==> src/bfgr_pkg.sv <==
package bfgr_pkg;

	// default sizes
	localparam int STRIKE_BYTES_DEF = 16384;
	localparam int MAX_ROWS_DEF     = 32;
	localparam int MAX_WIDTH_DEF    = 32;
	localparam int CHAR_CODES_DEF   = 256;

	// field widths
	localparam int KIND_W     = 2;
	localparam int SADDR_W    = 14;
	localparam int BYTE_W     = 8;
	localparam int CODE_W     = 8;
	localparam int START_W    = 13;
	localparam int BCNT_W     = 6;
	localparam int COORD_W    = 16;
	localparam int MASK_W     = 32;
	localparam int ROWCNT_W   = 6;
	localparam int STRIDE_W   = 11;
	localparam int ROWS_W     = 7;
	localparam int LOC_W      = START_W + BCNT_W;
	localparam int CFG_IDX_W  = 2;
	localparam int CFG_DATA_W = 11;

	// request kinds
	localparam logic [KIND_W-1:0] KIND_LOAD_BYTE = 2'd0;
	localparam logic [KIND_W-1:0] KIND_LOAD_LOC  = 2'd1;
	localparam logic [KIND_W-1:0] KIND_DRAW      = 2'd2;

	// register indexes
	localparam logic [CFG_IDX_W-1:0] CFG_LO_CHAR    = 2'd0;
	localparam logic [CFG_IDX_W-1:0] CFG_HI_CHAR    = 2'd1;
	localparam logic [CFG_IDX_W-1:0] CFG_ROW_COUNT  = 2'd2;
	localparam logic [CFG_IDX_W-1:0] CFG_ROW_STRIDE = 2'd3;

	// register reset values
	localparam logic [CODE_W-1:0]   LO_CHAR_RST    = 8'd32;
	localparam logic [CODE_W-1:0]   HI_CHAR_RST    = 8'd255;
	localparam logic [ROWCNT_W-1:0] ROW_COUNT_RST  = 6'd8;
	localparam logic [STRIDE_W-1:0] ROW_STRIDE_RST = 11'd192;

	// controller -> datapath
	typedef struct packed {
		logic take_load;
		logic loc_write;
		logic take_draw;
		logic setup;
		logic addr_sub;
		logic mem_write;
		logic row_begin;
		logic capture;
		logic emit;
		logic next_row;
	} cmd_t;

	// datapath -> controller
	typedef struct packed {
		logic draw_ok;
		logic addr_ge;
		logic no_bytes;
		logic last_byte;
		logic last_row;
	} status_t;

endpackage

==> src/bfgr_ctrl.sv <==
module bfgr_ctrl
	import bfgr_pkg::*;
(
	input  logic              clk,
	input  logic              arst_n,
	input  logic              start,
	input  logic [KIND_W-1:0] kind,
	input  status_t           status,
	output logic              busy,
	output cmd_t              cmd
);

	typedef enum logic [6:0] {
		S_IDLE    = 7'b0000001,
		S_RED_LD  = 7'b0000010,
		S_LOC     = 7'b0000100,
		S_RED_ROW = 7'b0001000,
		S_ISSUE   = 7'b0010000,
		S_CAPTURE = 7'b0100000,
		S_EMIT    = 7'b1000000
	} state_t;

	state_t state_q, state_d;

	// state register
	always_ff @(posedge clk or negedge arst_n) begin
		if (!arst_n) begin
			state_q <= S_IDLE;
		end else begin
			state_q <= state_d;
		end
	end

	// next state and commands
	always_comb begin
		state_d = state_q;
		cmd     = '0;
		case (state_q)
			S_IDLE: begin
				if (start) begin
					case (kind)
						KIND_LOAD_BYTE: begin
							cmd.take_load = 1'b1;
							state_d       = S_RED_LD;
						end
						KIND_LOAD_LOC: begin
							cmd.loc_write = 1'b1;
						end
						KIND_DRAW: begin
							if (status.draw_ok) begin
								cmd.take_draw = 1'b1;
								state_d       = S_LOC;
							end
						end
						default: ;
					endcase
				end
			end
			// wrap the load address, then write
			S_RED_LD: begin
				if (status.addr_ge) begin
					cmd.addr_sub = 1'b1;
				end else begin
					cmd.mem_write = 1'b1;
					state_d       = S_IDLE;
				end
			end
			// location entry is in its read register
			S_LOC: begin
				cmd.setup = 1'b1;
				state_d   = S_RED_ROW;
			end
			// wrap the row base address
			S_RED_ROW: begin
				if (status.addr_ge) begin
					cmd.addr_sub = 1'b1;
				end else begin
					cmd.row_begin = 1'b1;
					state_d       = status.no_bytes ? S_EMIT : S_ISSUE;
				end
			end
			S_ISSUE: begin
				state_d = S_CAPTURE;
			end
			S_CAPTURE: begin
				cmd.capture = 1'b1;
				state_d     = status.last_byte ? S_EMIT : S_ISSUE;
			end
			S_EMIT: begin
				cmd.emit = 1'b1;
				if (status.last_row) begin
					state_d = S_IDLE;
				end else begin
					cmd.next_row = 1'b1;
					state_d      = S_RED_ROW;
				end
			end
			default: begin
				state_d = S_IDLE;
			end
		endcase
	end

	assign busy = (state_q != S_IDLE);

	// byte capture always follows its read cycle
	a_capture_after_issue: assert property (@(posedge clk) disable iff (!arst_n)
		state_q == S_CAPTURE |-> $past(state_q == S_ISSUE))
		else $error("capture without preceding read");

	// last row returns to idle
	a_last_row_idle: assert property (@(posedge clk) disable iff (!arst_n)
		(state_q == S_EMIT && status.last_row) |=> state_q == S_IDLE)
		else $error("glyph did not end after last row");

	// rejected draw stays idle
	a_reject_draw: assert property (@(posedge clk) disable iff (!arst_n)
		(state_q == S_IDLE && start && kind == KIND_DRAW && !status.draw_ok)
		|=> state_q == S_IDLE)
		else $error("out of range draw started");

	// a reduced load address writes and ends
	a_load_done: assert property (@(posedge clk) disable iff (!arst_n)
		(state_q == S_RED_LD && !status.addr_ge) |-> cmd.mem_write)
		else $error("load byte not written");

endmodule

==> config.mk <==
export PLATFORM = sky130hd
export DESIGN_NAME = bfgr_ctrl
export DESIGN_NICKNAME = d
export VERILOG_FILES = /design/src/bfgr_pkg.sv /design/src/bfgr_ctrl.sv
export SDC_FILE = /design/constraint.sdc
export NUM_CORES = 1
export LEC_CHECK = 0
export BUFFER_PORTS_ARGS = -buffer_cell sky130_fd_sc_hd__buf_2
export CAP_MARGIN = 20
export CORE_AREA = 10 10 47 49
export CTS_CLUSTER_SIZE = 28
export DETAILED_ROUTE_END_ITERATION = 10
export DIE_AREA = 0 0 57 59
export MAX_ROUTING_LAYER = met4
export PLACE_DENSITY = 0.8
export RECOVER_POWER = 100
export SLEW_MARGIN = 25
export SYNTH_ARGS = -nofsm -noshare
export SYNTH_HDL_FRONTEND = slang
export SYNTH_SLANG_ARGS = --single-unit
==> constraint.sdc <==
create_clock -name clk -period 3.7 [get_ports clk]
set_input_delay 0.74 -clock clk [delete_from_list [all_inputs] [get_ports clk]]
set_output_delay 0.74 -clock clk [all_outputs]
set_load 0.01 [all_outputs]
==> reports/metrics.cfg <==
[worst_setup_path]
critPathMaxFanout=8
path_class=reg2out
cpPeakStageDelay_ns=0.60
worstReg2RegStart=state_q[1]
arrival_ns=2.02
crit_chain=nor4_1, and3_4, nor2b_1, clkbuf_1
cp-end-kind=output pin
cp-start-kind=flip-flop
critPathLaunch=state_q[1]
required_ns=2.96
cp_slowest_cell=nor4_1

[drt]
wire_per_inst_um=14.2
postRouteAntennaNets=0
vias=572
wl_um=1440
drtPass1Iterations=4
drtIter0Drc=3
drc=0
via_per_inst=5.66

[sta]
rsz0062_at_grt=false
fin_ws_ns=0.943
finalSetupViolations=0
skew_ns=0.00248
slew_viol_final=0
worstMarginPinSlew_ns=0.616
relSlewSlack_pct=58.5
fin_tns_setup_ns=0
period_minus_slack_ns=2.76
fmax_mhz=363
hold_viol=0
min_period_over_period_pct=74.5

[cts]
cts_resized=0
clock_sinks=7
cts_tree=yes
postCtsHoldBufs=0
htree_levels=1
root_buffer=clkbuf_4
clk_latency_ns=0.25
clock_path_buffers=2
numCtsBuffers=3
cts_setup_buffers=0
clk_pin_slew_ns=0.06

[synth]
synthCells=64
synth_flop_cell=dfrtp_1
syn_area_per_cell_um2=9.42
synth-edff-count=0
ys_seq_elements=7
yosysWarnings=0
syn_area_um2=603
synthesis.nets=74
async_flop_share_pct=100
yosysUniqueCellTypes=39
ys_seq_area_share_pct=29.3

[floorplanning]
die_area_mm2=0.00336
coreArea_mm2=0.00140
rows=14
start_util_pct=43.0
die_w_um=57
die_h_um=59
io_pins=21

[finish]
top_register=state_q
syn_to_final_growth_pct=9.13
reg_top3=state_q (7)
antenna_cells=0
layout.nets=96
drive_above_1_share_pct=22.4
postLayoutCoreUtil_pct=47.0
fill_cells=154
largest_reg_flops=7

[place]
place.gp.congestion=0.776
dpl.hpwl_um=1180
place_ws_ns=1.46
io_buffer_count=20

[flow_run]
drv_cap=0

[global_routing]
grt_pass1_wl_um=2440
antenna_found_initial=0
use_met3_pct=0.858
grt_overflow=0
grt_pass1_vias=589
grt-busiest-layer=met2
grt_max_degree=11
met2_usage_pct=13.3
grtUsageTotal_pct=8.82
met1_usage_pct=10.8

[run_status]
status=complete, no violations

[power]
power.total_mw=0.293
ir_drop_v=0.000229
power.leakage_nw=0.309
p_per_area_mw_per_mm2=445

[hold_path]
hp-class=in2async

-- power breakdown --
part | internal [mW] | switching [mW] | total, mW
combinational | 0.0462 | 0.0627 | 0.109
sequential | 0.0900 | 0.0211 | 0.111
clock | 0.0413 | 0.0311 | 0.0725
-- synthesized netlist by cell type, types with 2 or more instances --
cell type,count,area [um^2]
nor2_1,9,33.8
dfrtp_1,6,150
inv_1,5,18.8
a2bb2oi_1,3,26.3
nand3_1,3,15.0
nor3_2,3,30.0
buf_6,2,22.5
nand2_1,2,7.51
-- metal layers --
layer | vias up | share of wire [%]
met5 | - | 0
li1 | 279 | -
met1 | 262 | 48
met3 | 7 | 1.9
met4 | 0 | 3.6
met2 | 24 | 47
-- cell type report --
| class | instances | area, um^2 | share of cell area [%] |
|---|---|---|---|
| Timing Repair Buffer | 20 | 88.8 | 13.5 |
| Sequential cell | 7 | 176 | 26.8 |
| Tap cell | 16 | 20.0 | 3.04 |
| Multi-Input combinational cell | 49 | 328 | 49.8 |
| Clock buffer | 4 | 26.3 | 3.99 |
| Inverter | 5 | 18.8 | 2.85 |
-- logic make-up (layout without fill, tap and decap cells) --
| group | Yosys count | after routing | share of synthesized area [%] |
|---|---|---|---|
| simple gates | 35 | 35 | 41.5 |
| compound gates | 12 | 12 | 18.3 |
| buf+inv | 8 | 29 | 8.09 |
| flops | 7 | 7 | 29.3 |
| xor+xnor | 2 | 2 | 2.91 |
-- stage by stage --
stage / instance area, um^2 / hold WS (ns) / instances
3_3_place_gp: 693 / 0.584 / 97
5_1_grt: 658 / 0.420 / 101
6_report: 658 / 0.381 / 101
2_1_floorplan: 603 / 0.444 / 64
4_1_cts: 719 / 0.319 / 101
3_5_place_dp: 693 / 0.587 / 97
-- cell usage in the layout, fill, tap and decap left out, types with 2 or more instances in the layout --
cell type	instances
nor2_1	10
nand2_1	2
buf_2	11
a2bb2oi_1	3
clkbuf_4	3
inv_1	5
nand3_1	3
nor4_1	3
nor2b_1	2
a21oi_1	2
clkbuf_1	10
nor3_1	4
dfrtp_1	6
-- worst paths after layout --
path	endpoint	slack (ns)	depth (start not counted)
worst max register to register	state_q[3]	1.93	4
worst min-delay path	state_q[3]	0.38	1
min in group clk	state_q[1]	0.64	1
worst max-delay path	cmd[0]	0.94	4
max in group asynchronous	state_q[0]	3.00	1
worst min register to register	state_q[1]	0.64	1
-- critical path, delay by kind of cell, from the launching register on --
kind          cells  cell delay, ns
buf+inv           1            0.18
flops             1            0.46
simple gates      3            1.12
Note: power is estimated with default switching activity, not from simulation.
